**src/rtl/core/spq_pkg.sv**
```systemverilog
package spq_pkg;

    // Key format: signed 16.16 fixed point.
    localparam int KEY_W = 32;

    // Request codes.
    localparam logic REQ_INSERT = 1'b0;
    localparam logic REQ_DRAIN  = 1'b1;

    // Result status codes.
    typedef enum logic [1:0] {
        STATUS_OK    = 2'd0,
        STATUS_FULL  = 2'd1,
        STATUS_DRAIN = 2'd2
    } status_t;

    // Sequencer states.
    typedef enum logic {
        ST_IDLE,
        ST_DRAIN
    } state_t;

    // Per-cycle command broadcast to every cell of the chain.
    typedef struct packed {
        logic ins;    // place the new word in order, shifting the tail up
        logic rot;    // rotate the ring one place toward cell zero
    } cell_cmd_t;

endpackage

```
**src/rtl/core/spq_cell.sv**
```systemverilog
module spq_cell #(
    parameter int PAYLOAD_WIDTH = 32
) (
    input  logic                            clk,
    input  spq_pkg::cell_cmd_t              cmd,
    input  logic                            occ,
    input  logic signed [spq_pkg::KEY_W-1:0] new_key,
    input  logic [PAYLOAD_WIDTH-1:0]        new_payload,
    input  logic                            prev_gt,
    input  logic signed [spq_pkg::KEY_W-1:0] prev_key,
    input  logic [PAYLOAD_WIDTH-1:0]        prev_payload,
    input  logic signed [spq_pkg::KEY_W-1:0] next_key,
    input  logic [PAYLOAD_WIDTH-1:0]        next_payload,
    output logic                            gt,
    output logic signed [spq_pkg::KEY_W-1:0] key,
    output logic [PAYLOAD_WIDTH-1:0]        payload
);
    import spq_pkg::*;

    logic signed [KEY_W-1:0]  key_reg;
    logic signed [KEY_W-1:0]  key_next;
    logic [PAYLOAD_WIDTH-1:0] payload_reg;
    logic [PAYLOAD_WIDTH-1:0] payload_next;

    // The new word goes before this entry when the stored key is strictly greater,
    // so equal keys keep their arrival order.
    assign gt = occ && (key_reg > new_key);

    // Shift from the lower neighbor, take the new word, or rotate from the upper one.
    always_comb
    begin
        key_next     = key_reg;
        payload_next = payload_reg;
        if (cmd.ins)
        begin
            if (prev_gt)
            begin
                key_next     = prev_key;
                payload_next = prev_payload;
            end
            else if (gt || !occ)
            begin
                key_next     = new_key;
                payload_next = new_payload;
            end
        end
        else if (cmd.rot)
        begin
            key_next     = next_key;
            payload_next = next_payload;
        end
    end

    always_ff @(posedge clk)
    begin
        key_reg     <= key_next;
        payload_reg <= payload_next;
    end

    assign key     = key_reg;
    assign payload = payload_reg;

endmodule

```
**config.mk**
```make
export PLATFORM = sky130hd
export DESIGN_NAME = spq_cell
export DESIGN_NICKNAME = d
export VERILOG_FILES = /design/src/rtl/core/spq_pkg.sv /design/src/rtl/core/spq_cell.sv
export SDC_FILE = /design/constraint.sdc
export NUM_CORES = 1
export LEC_CHECK = 0
export ABC_AREA = 0
export BUFFER_PORTS_ARGS = -buffer_cell sky130_fd_sc_hd__buf_2
export CAP_MARGIN = 0
export CORE_AREA = 2 2 100 102
export DETAILED_ROUTE_END_ITERATION = 8
export DIE_AREA = 0 0 102 104
export PLACE_DENSITY = 0.93
export RECOVER_POWER = 100
export SYNTH_ARGS = -nofsm -noshare
export SYNTH_HDL_FRONTEND = slang
export SYNTH_SLANG_ARGS = --single-unit
```
**constraint.sdc**
```tcl
create_clock -name clk -period 11.6 [get_ports clk]
set_clock_uncertainty 0.05 [all_clocks]
set_input_delay 2.32 -clock clk [delete_from_list [all_inputs] [get_ports clk]]
set_output_delay 2.32 -clock clk [all_outputs]
set_load 0.1 [all_outputs]
```
==> metrics.log, run 1 <==
[metrics] antenna violations before repair: 0
[metrics] number of max-cap violations: 3
[metrics] cell row count: 36
[metrics] Pwr Density: 138 nW/um2
[metrics] area enclosed by the die boundary: 10600 um2
[metrics] Fill cells: 887
[metrics] start point of the worst hold path: next_key[11]
[metrics] TritonCTS sink count: 64
[metrics] Routability Congestion: around 0.80
[metrics] count of mapped cells out of synthesis: 397
[metrics] relative contribution of sequential cells to total power: 38.6%
[metrics] switching power of the nets: 0.336 mW
[metrics] Slew @ Worst Pin: ~3.5 ns
[metrics] number of diodes added for antenna fixing: 0
[metrics] violations in the final reports: max-capacitance violations, max-slew violations
[metrics] Tot Pwr: 0.765 mW
[metrics] count of cells along the worst register-to-register path: 8
[metrics] worst relative slew slack: -132%
[metrics] RSZ-0062 raised after global routing: no
[metrics] combined area of the multi-input logic cells: 1920 um2
[metrics] net count after synthesis: 626
[metrics] total clock buffers created by CTS: 9
[metrics] Final Cycle Share: 62.8%
[metrics] worst setup path category: in -> out
[metrics] average cell area after synthesis: around 10 um2
[metrics] endpoint arrival time on the critical path: 4.91 ns
[metrics] GRT Resource Usage Total: 20.9%
[metrics] Hold Crit Depth: 3
[metrics] hold path endpoint: key[11]
[metrics] status: complete, but fails checks
[metrics] Comb pwr share: 40.3%
[metrics] Final Critical Period: 7.28 ns
[metrics] final count of hold timing violations: 0
[metrics] endpoint of the worst-slack reg-to-reg timing path: key[1]
[metrics] register area: a little under 2000 um2
[metrics] effective utilization at floorplan: 42.5%
[metrics] highest-count cells in the layout ignoring fill and taps: 193 x buf_2, 75 x a21oi_1, 71 x nor2_1, 71 x clkbuf_1
[metrics] Switching Fraction: 43.9%
[metrics] commonest non-fill, non-tap cell in the layout: buf_2
[metrics] vias in the first global route: ~3.8k
[metrics] global-route wire length before repair: approximately 17000 um
[metrics] TritonCTS clock tree: done
[metrics] ranking of synthesized cells by area: edfxtp_1 47%, mux2i_1 16%, ha_1 9.9%, a21oi_1 9.2%, nor2_1 6.6%
[metrics] register clock-pin slew on the reported worst setup and hold paths: around 0.070 ns
[metrics] fin nets: 880
[metrics] area growth from synthesis to layout: 36.3%
[metrics] maximum number of pins on one net before global-route repair: 71
[metrics] total vias in the final route: 3871
[metrics] Resize count post-CTS: 0
[metrics] remaining antenna violation count after routing: 0
[metrics] clock insertion delay at the later pin of the skew report: 0.33 ns
[metrics] total congestion overflow after global routing: 0
[metrics] fraction of layout instances using a drive strength above 1: around 32%
[metrics] internal power summed over all cells: approximately 0.43 mW
[metrics] CTS root buf: clkbuf_8
[metrics] count of different cell masters after synthesis: 29
[metrics] class of the tightest hold or removal check: in -> reg
[metrics] warning count from the yosys run: 0
[metrics] hold_buf cts: 0
[metrics] maximum achievable frequency: 0.137 GHz
[metrics] sum of net half-perimeters after detailed placement: around 9100 um
[metrics] Top-Level Pins: about 260
[metrics] DR DRC count: 0
[metrics] 1st-pass router iterations: 5
[metrics] #FFs+latches synth: 64
[metrics] nature of the critical path startpoint: input pin
[metrics] mapped cell area: 4060 um2
[metrics] worst-case clock buffer depth: 2
[metrics] drt initial violations: 127
[metrics] height of the die: 104 um
[metrics] routed wirelength normalized by instance count: 14.7 um
[metrics] data required time at the worst endpoint: 9.23 ns
[metrics] register-to-register setup slack: roughly 6.6 ns
[metrics] element type at the critical path end: output port
[metrics] count of H-tree levels built during CTS: 3
[metrics] number of failing setup endpoints in the final timing report: 0
[metrics] final sum of negative setup slack: 0 ns
[metrics] number of max-slew violations in the final report: around 130
[metrics] wirelength, routed: 11600 um
[metrics] Synth area leader: edfxtp_1
[metrics] number of vias per cell after detailed routing: roughly 4.9
[metrics] IO buf count: 261
[metrics] clock network fraction of design power: 21.1%
[metrics] Synth top area share: 47.3%
[metrics] Die X-Extent: 102 um
[metrics] crit path max fanout: 3
[metrics] core area: ~9500 um2
[metrics] portion of the post-synthesis area used by sequential elements: 47.3%
[metrics] Leakage: between 2 and 3 nW
[metrics] worst voltage drop across the vdd grid: 0.0000873 V
[metrics] start of the worst register-to-register path: key[31]
[metrics] number of buffers added for setup after CTS: 0
## Yosys cell counts, drive strengths merged
cell type	instances
a21oi	76
nor2	71
edfxtp	64
mux2i	64
inv	33
ha	32
buf	12
clkbuf	9
nand2	9
nand4	6
o21ai	3
a221oi	2
nand3	2
o211ai	2
o21bai	2
a2111o	1
a211oi	1
a21boi	1
a21o	1
a31oi	1
nor2b	1
nor4	1
o22ai	1
or2b	1
or4	1
## cell families (layout without fill, tap and decap cells)
kind of cell | Yosys count | count (layout) | share of synthesized area, %
mux | 64 | 64 | 15.8
flops | 64 | 64 | 47.3
simple gates | 92 | 92 | 9.56
buf+inv | 54 | 313 | 5.21
compound gates | 91 | 91 | 12.2
fa+ha+maj | 32 | 32 | 9.86
## metrics by stage
step                      hold WS (ns)  utilization [%]  setup WS, ns  std cells  area [um2]
after floorplan                   2.25                -          4.50        397        4060
after global placement            1.46             57.4          4.82        773        5480
after detailed placement          1.51             57.4          4.82        773        5480
after CTS                         1.52             59.0          4.82        789        5630
after global routing              2.25             57.9          4.08        789        5530
final                             2.26             57.9          4.32        789        5530
## area by class of cell
| cell class | instances | area share (%) |
|---|---|---|
| clock buffer | 11 | 2.38 |
| clock inverter | 5 | 0.430 |
| inverter | 33 | 2.24 |
| multi-input combinational | 279 | 34.8 |
| sequential | 64 | 34.8 |
| tap | 133 | 3.01 |
| timing repair buffer | 264 | 22.4 |
## layer usage
layer	vias to the layer above	wire length (um)	GRT usage, %
met4	0	241	7.52
met3	20	976	5.85
met1	1735	4480	22.6
met2	171	5870	38.0
li1	1945	-	-
met5	-	0	0
## power by group through the flow
stage | clock network [mW] | logic, mW | registers [mW]
after CTS | 0.167 | 0.315 | 0.293
after global routing | 0.176 | 0.326 | 0.298
after floorplan | 0 | 0.0745 | 0.463
after global placement | 0 | 0.310 | 0.297
after detailed placement | 0 | 0.314 | 0.298
final | 0.162 | 0.308 | 0.295
## critical path: stages
cell	delay, ns
clkbuf_1	0.12
inv_1	0.05
ha_1	0.31
nand4_1	0.17
nor4_1	0.42
nand2_1	0.15
a31oi_1	0.22
o21bai_1	0.15
nor2_1	0.12
clkbuf_1	0.88
## worst max path at each step
| stage | start | to | slack [ns] |
|---|---|---|---|
| 2_1_floorplan | new_key[23] | gt | 4.50 |
| 3_3_place_gp | new_key[31] | gt | 4.82 |
| 3_5_place_dp | new_key[31] | gt | 4.82 |
| 4_1_cts | new_key[31] | gt | 4.82 |
| 5_1_grt | new_key[31] | gt | 4.08 |
| 6_report | new_key[31] | gt | 4.32 |
No activity file was read; power rests on OpenSTA's default activity.
==> run 2, diff against run 1 <==
CORE_AREA = default   (was 2 2 100 102)
CORE_ASPECT_RATIO = 0.9   (was default)
CORE_UTILIZATION = 39   (was default)
DIE_AREA = default   (was 0 0 102 104)
PLACE_DENSITY = 0.9   (was 0.93)
clock period = 6.5 ns   (was 11.6 ns; I/O delays follow)
==> metrics.log, run 2 (synthesized netlist as in run 1, its figures left out) <==
[metrics] violations in the final reports: max-capacitance violations, max-slew violations
[metrics] post-placement setup slack: 1.76 ns
[metrics] status: complete, but fails checks
[metrics] Pwr Density: 278 nW/um2
[metrics] worst path setup slack after routing: ~1.3 ns
[metrics] TritonCTS clock tree: done
[metrics] crit path max fanout: 37
[metrics] worst voltage drop across the vdd grid: around 0.00017 V
[metrics] count of H-tree levels built during CTS: 3
[metrics] number of max-cap violations: 2
[metrics] final count of hold timing violations: 0
[metrics] worst hold slack: 1.25 ns
[metrics] DR DRC count: 0
[metrics] maximum number of pins on one net before global-route repair: about 110
[metrics] clock network fraction of design power: 32.1%
[metrics] hold_buf cts: 0
[metrics] number of max-slew violations in the final report: 54
[metrics] number of diodes added for antenna fixing: 0
[metrics] relative contribution of sequential cells to total power: ~33%
[metrics] number of failing setup endpoints in the final timing report: 0
[metrics] Post-Layout Inst Area: 5710 um2
[metrics] area growth from synthesis to layout: 40.6%
[metrics] total placed instance area: 5480 um2
[metrics] worst relative slew slack: -81.1%
[metrics] TritonCTS sink count: 64
[metrics] number of vias per cell after detailed routing: ~4.8
[metrics] height of the die: 98.8 um
[metrics] cell breakdown of the critical path: clkbuf_1, inv_1, ha_1, nand4_1, nor4_2, nand2_1, a31oi_1, o21bai_2, a21oi_1, buf_12
[metrics] total clock buffers created by CTS: 9
[metrics] IO buf count: 261
[metrics] clock insertion delay at the later pin of the skew report: 0.32 ns
[metrics] maximum achievable frequency: 0.191 GHz
[metrics] register clock-pin slew on the reported worst setup and hold paths: 0.06 ns
[metrics] routed wirelength normalized by instance count: 14.5 um
[metrics] worst-case clock buffer depth: 2
[metrics] switching power of the nets: around 0.62 mW
[metrics] most congested layer reported by global routing: met2
[metrics] drt initial violations: 84
[metrics] remaining antenna violation count after routing: 0
[metrics] maximum cell stage delay along the critical path: approximately 2.0 ns
[metrics] Final Cycle Share: 80.5%
[metrics] Final Critical Period: 5.24 ns
[metrics] Switching Fraction: between 30 and 40%
[metrics] global-route wire length before repair: 17300 um
[metrics] class of the tightest hold or removal check: in -> reg
[metrics] Top-Level Pins: 262
[metrics] area enclosed by the die boundary: between 10000 and 15000 um2
[metrics] sum of net half-perimeters after detailed placement: 9080 um
[metrics] Routability Congestion: approximately 0.78
[metrics] nature of the critical path startpoint: input pin
[metrics] Comb pwr share: about a third
[metrics] commonest non-fill, non-tap cell in the layout: buf_2
[metrics] met3 Usage GRT: 6.02%
[metrics] endpoint arrival time on the critical path: 5.19 ns
[metrics] effective utilization at floorplan: 41.1%
[metrics] GRT Resource Usage Total: 20.8%
[metrics] Leakage: 2.76 nW
[metrics] slowest stage cell, crit path: a21oi_1
[metrics] vias in the first global route: about 3.7k
[metrics] wirelength, routed: roughly 11000 um
[metrics] final sum of negative setup slack: 0 ns
[metrics] Die X-Extent: 110 um
[metrics] worst setup path category: in -> reg
[metrics] CTS root buf: clkbuf_16
[metrics] global-route track usage on met1: 22.6%
[metrics] number of buffers added for setup after CTS: 0
[metrics] total congestion overflow after global routing: 0
[metrics] 1st-pass router iterations: 4
[metrics] fraction of layout instances using a drive strength above 1: 32.8%
[metrics] core area: 9870 um2
[metrics] element type at the critical path end: register
[metrics] fin nets: 880
[metrics] total vias in the final route: roughly 3.8k
[metrics] met2 global-route usage: 39.0%
[metrics] highest-count cells in the layout ignoring fill and taps: 193 x buf_2, 76 x a21oi_1, 71 x nor2_1
[metrics] RSZ-0062 raised after global routing: no
[metrics] cell row count: 34
[metrics] Resize count post-CTS: 0
[metrics] Tot Pwr: around 1.6 mW
[metrics] Slew @ Worst Pin: approximately 2.7 ns
[metrics] data required time at the worst endpoint: 6.46 ns
[metrics] internal power summed over all cells: 0.965 mW
[metrics] antenna violations before repair: 0
## run 2: per-layer routing
metal | wire length [um] | vias up
met5 | 0 | -
met4 | 88 | 0
met1 | 4410 | 1678
li1 | - | 1948
met2 | 5960 | 146
met3 | 844 | 8
## run 2: layout make-up
| type | instances | area, um2 |
|---|---|---|
| clock inverter | 7 | 96.3 |
| timing repair buffer | 264 | 1260 |
| multi-input combinational | 279 | 1920 |
| sequential | 64 | 1920 |
| inverter | 33 | 124 |
| clock buffer | 9 | 225 |
| fill | 887 | 4160 |
| tap | 126 | 158 |
## run 2: through the flow
step,instances,util [%]
floorplan,397,-
global placement,766,55.6
detailed placement,766,55.6
CTS,782,58.8
global route,782,57.8
finish,782,57.8
## run 2: final timing paths
path,from,to,slack (ns),depth (start not counted)
setup reg to reg,key[31],payload[15],1.99,8
hold reg to reg,key[31],key[23],1.86,5
setup / recovery,new_key[31],payload[15],1.26,10
hold / removal,next_payload[6],payload[6],1.25,3
## run 2: power by group through the flow
stage / Clock (mW) / Sequential [mW] / Combinational (mW)
detailed placement: 0 / 0.532 / 0.563
global route: 0.538 / 0.531 / 0.583
global placement: 0 / 0.529 / 0.557
CTS: 0.524 / 0.524 / 0.565
finish: 0.509 / 0.526 / 0.550
floorplan: 0 / 0.826 / 0.133
## run 2: worst max-delay path, delay by kind of cell
family          cells  cell delay [ns]
simple gates        3             0.74
compound gates      3             2.35
buf+inv             3             0.45
fa+ha+maj           1             0.32
==> run 3, diff against run 2 <==
ABC_AREA = 1   (was 0)
clock period = 4.7 ns   (was 6.5 ns; I/O delays follow)
==> metrics.log, run 3 <==
[metrics] Final Cycle Share: 85.0%
[metrics] CTS root buf: clkbuf_16
[metrics] highest-count cells in the layout ignoring fill and taps: 196 x buf_2, 128 x o21ai_0, 102 x nand2_1
[metrics] Final Critical Period: 3.99 ns
[metrics] count of mapped cells out of synthesis: 500
[metrics] Slew @ Worst Pin: 2.04 ns
[metrics] final sum of negative setup slack: 0 ns
[metrics] worst setup path category: in -> reg
[metrics] area growth from synthesis to layout: 38.9%
[metrics] count of cells along the worst register-to-register path: 13
[metrics] clock network fraction of design power: 28.9%
[metrics] register-to-register setup slack: approximately 1.1 ns
[metrics] IO buf count: 261
[metrics] endpoint of the worst-slack reg-to-reg timing path: payload[3]
[metrics] worst relative slew slack: -36.1%
[metrics] effective utilization at floorplan: 39.9%
[metrics] clock insertion delay at the later pin of the skew report: a little over 0.3 ns
[metrics] register clock-pin slew on the reported worst setup and hold paths: 0.05 ns
[metrics] Die X-Extent: 110 um
[metrics] nature of the critical path startpoint: input pin
[metrics] hold_buf cts: 0
[metrics] crit path max fanout: 35
[metrics] Top-Level Pins: 262
[metrics] 1st-pass router iterations: 5
[metrics] TritonCTS clock tree: done
[metrics] sum of net half-perimeters after detailed placement: 9360 um
[metrics] element type at the critical path end: register
[metrics] share of synthesized flip-flops with an asynchronous set or reset: 0%
[metrics] remaining antenna violation count after routing: 0
[metrics] TritonCTS sink count: 64
[metrics] synth cell count leaders: 114 x o21ai_0, 102 x nand2_1, 74 x nor2_1
[metrics] Comb pwr share: a little under two fifths
[metrics] core area: 10200 um2
[metrics] internal power summed over all cells: 1.27 mW
[metrics] maximum number of pins on one net before global-route repair: 65
[metrics] DR DRC count: 0
[metrics] portion of the post-synthesis area used by sequential elements: roughly 47%
[metrics] count of different cell masters after synthesis: 23
[metrics] total congestion overflow after global routing: 0
[metrics] violations in the final reports: max-capacitance violations, max-slew violations
[metrics] wirelength, routed: 12500 um
[metrics] Switching Fraction: around two fifths
[metrics] ranking of synthesized cells by area: edfxtp_1 47%, o21ai_0 14%, ha_1 9.8%, nand2_1 9.4%, nor2_1 6.8%
[metrics] hold path endpoint: key[9]
[metrics] routed wirelength normalized by instance count: 14.1 um
[metrics] Hold Crit Depth: 3
[metrics] endpoint arrival time on the critical path: 3.84 ns
[metrics] global-route wire length before repair: 18900 um
[metrics] Routability Congestion: 0.825
[metrics] number of max-slew violations in the final report: between 100 and 150
[metrics] cell row count: 35
[metrics] Resize count post-CTS: 0
[metrics] worst-case clock buffer depth: 2
[metrics] number of vias per cell after detailed routing: 4.95
[metrics] Pwr Density: 387 nW/um2
[metrics] Synth area leader: edfxtp_1
[metrics] height of the die: 99.0 um
[metrics] mapped cell area: approximately 4100 um2
[metrics] most common cell in the synthesized netlist: o21ai_0
[metrics] area enclosed by the die boundary: 10900 um2
[metrics] antenna violations before repair: 0
[metrics] status: complete, but fails checks
[metrics] Synth top area share: a little under half
[metrics] maximum achievable frequency: 0.250 GHz
[metrics] final count of hold timing violations: 0
[metrics] number of failing setup endpoints in the final timing report: 0
[metrics] worst voltage drop across the vdd grid: 0.000195 V
[metrics] net count after synthesis: 729
[metrics] Primary FF master, synth: edfxtp_1
[metrics] number of synthesized flops with an enable pin: between 60 and 70
[metrics] count of H-tree levels built during CTS: 3
[metrics] data required time at the worst endpoint: approximately 4.6 ns
[metrics] #FFs+latches synth: 64
[metrics] average cell area after synthesis: around 8.2 um2
[metrics] fin nets: 979
[metrics] warning count from the yosys run: 0
[metrics] number of buffers added for setup after CTS: 0
[metrics] number of max-cap violations: 3
[metrics] worst hold slack: 0.854 ns
[metrics] RSZ-0062 raised after global routing: no
[metrics] commonest non-fill, non-tap cell in the layout: buf_2
[metrics] start of the worst register-to-register path: key[5]
[metrics] GRT Resource Usage Total: 22.5%
[metrics] Leakage: 2.72 nW
[metrics] class of the tightest hold or removal check: in -> reg
[metrics] fraction of layout instances using a drive strength above 1: 28.7%
[metrics] relative contribution of sequential cells to total power: 33.8%
[metrics] switching power of the nets: 0.915 mW
[metrics] total vias in the final route: 4376
[metrics] drt initial violations: 172
[metrics] total clock buffers created by CTS: 9
[metrics] start point of the worst hold path: next_key[9]
[metrics] vias in the first global route: between 4k and 5k
[metrics] number of diodes added for antenna fixing: 0
-- run 3: cell count changes in the layout (fill, tap and decap cells not counted), moves of 3 or more --
cell	delta
a21oi_1	-62
buf_2	+3
mux2i_1	-64
nand4_1	-4
nand2_1	+93
o21ai_0	+125
nor2_1	+3
inv_1	+9
-- run 3: routing by layer --
layer  wire length, um  track usage, %  share of wire (%)  vias to the layer above
met3              1050            5.95                8.4                       21
li1                  -               -                  -                     2187
met4               252            6.67                2.0                        0
met2              6190            41.1                 50                      207
met5                 0               0                  0                        -
met1              4990            25.4                 40                     1961
-- run 3: per-stage QoR --
step / worst slack, ns / cell area [um2] / instances / power (mW) / util [%]
after floorplan: 0.362 / 4080 / 500 / 1.38 / -
after global placement: 1.01 / 5480 / 868 / 1.57 / 53.7
after detailed placement: 0.945 / 5480 / 868 / 1.58 / 53.7
after CTS: 0.929 / 5760 / 884 / 2.22 / 56.4
after global routing: 0.440 / 5660 / 884 / 2.29 / 55.5
final: 0.707 / 5660 / 884 / 2.19 / 55.5
-- run 3: worst max path at each step --
stage / end / cells after the start / slack [ns] / from
6_report: payload[3] / 12 / 0.71 / new_key[31]
3_5_place_dp: gt / 15 / 0.94 / new_key[5]
2_1_floorplan: key[0] / 9 / 0.36 / key[31]
3_3_place_gp: gt / 12 / 1.01 / new_key[31]
4_1_cts: gt / 15 / 0.93 / new_key[5]
5_1_grt: payload[7] / 12 / 0.44 / new_key[31]
-- run 3: layout make-up --
type	instances	area (um2)
inverter	44	165
timing repair buffer	266	1250
sequential	64	1920
clock buffer	11	233
multi-input combinational	365	1880
fill	990	4540
tap	129	161
clock inverter	5	47.5
-- run 3: power groups by stage --
stage	Clock, mW	Combinational (mW)	Sequential [mW]
2_1_floorplan	0	0.185	1.20
3_3_place_gp	0	0.827	0.741
3_5_place_dp	0	0.838	0.746
4_1_cts	0.648	0.840	0.735
5_1_grt	0.673	0.870	0.745
6_report	0.633	0.817	0.739
-- run 3: logic make-up after synthesis --
group | after synthesis | synth area share (%)
buffers and inverters | 71 | 6.82
flip-flops | 64 | 47.2
adder cells (fa/ha/maj) | 32 | 9.82
AO/OA/AOI/OAI | 148 | 18.5
AND/OR/NAND/NOR | 185 | 17.7
-- run 3: critical path, stage by stage --
cell and delay (ns):
buf_2 0.09, inv_1 0.04, ha_1 0.34, a21oi_1 0.20, o21a_1 0.14, nand2_1 0.05
a21oi_1 0.16, nand2_1 0.08, nand2_1 0.06, nand3_1 0.15, a21oi_4 0.17, clkbuf_1 1.42
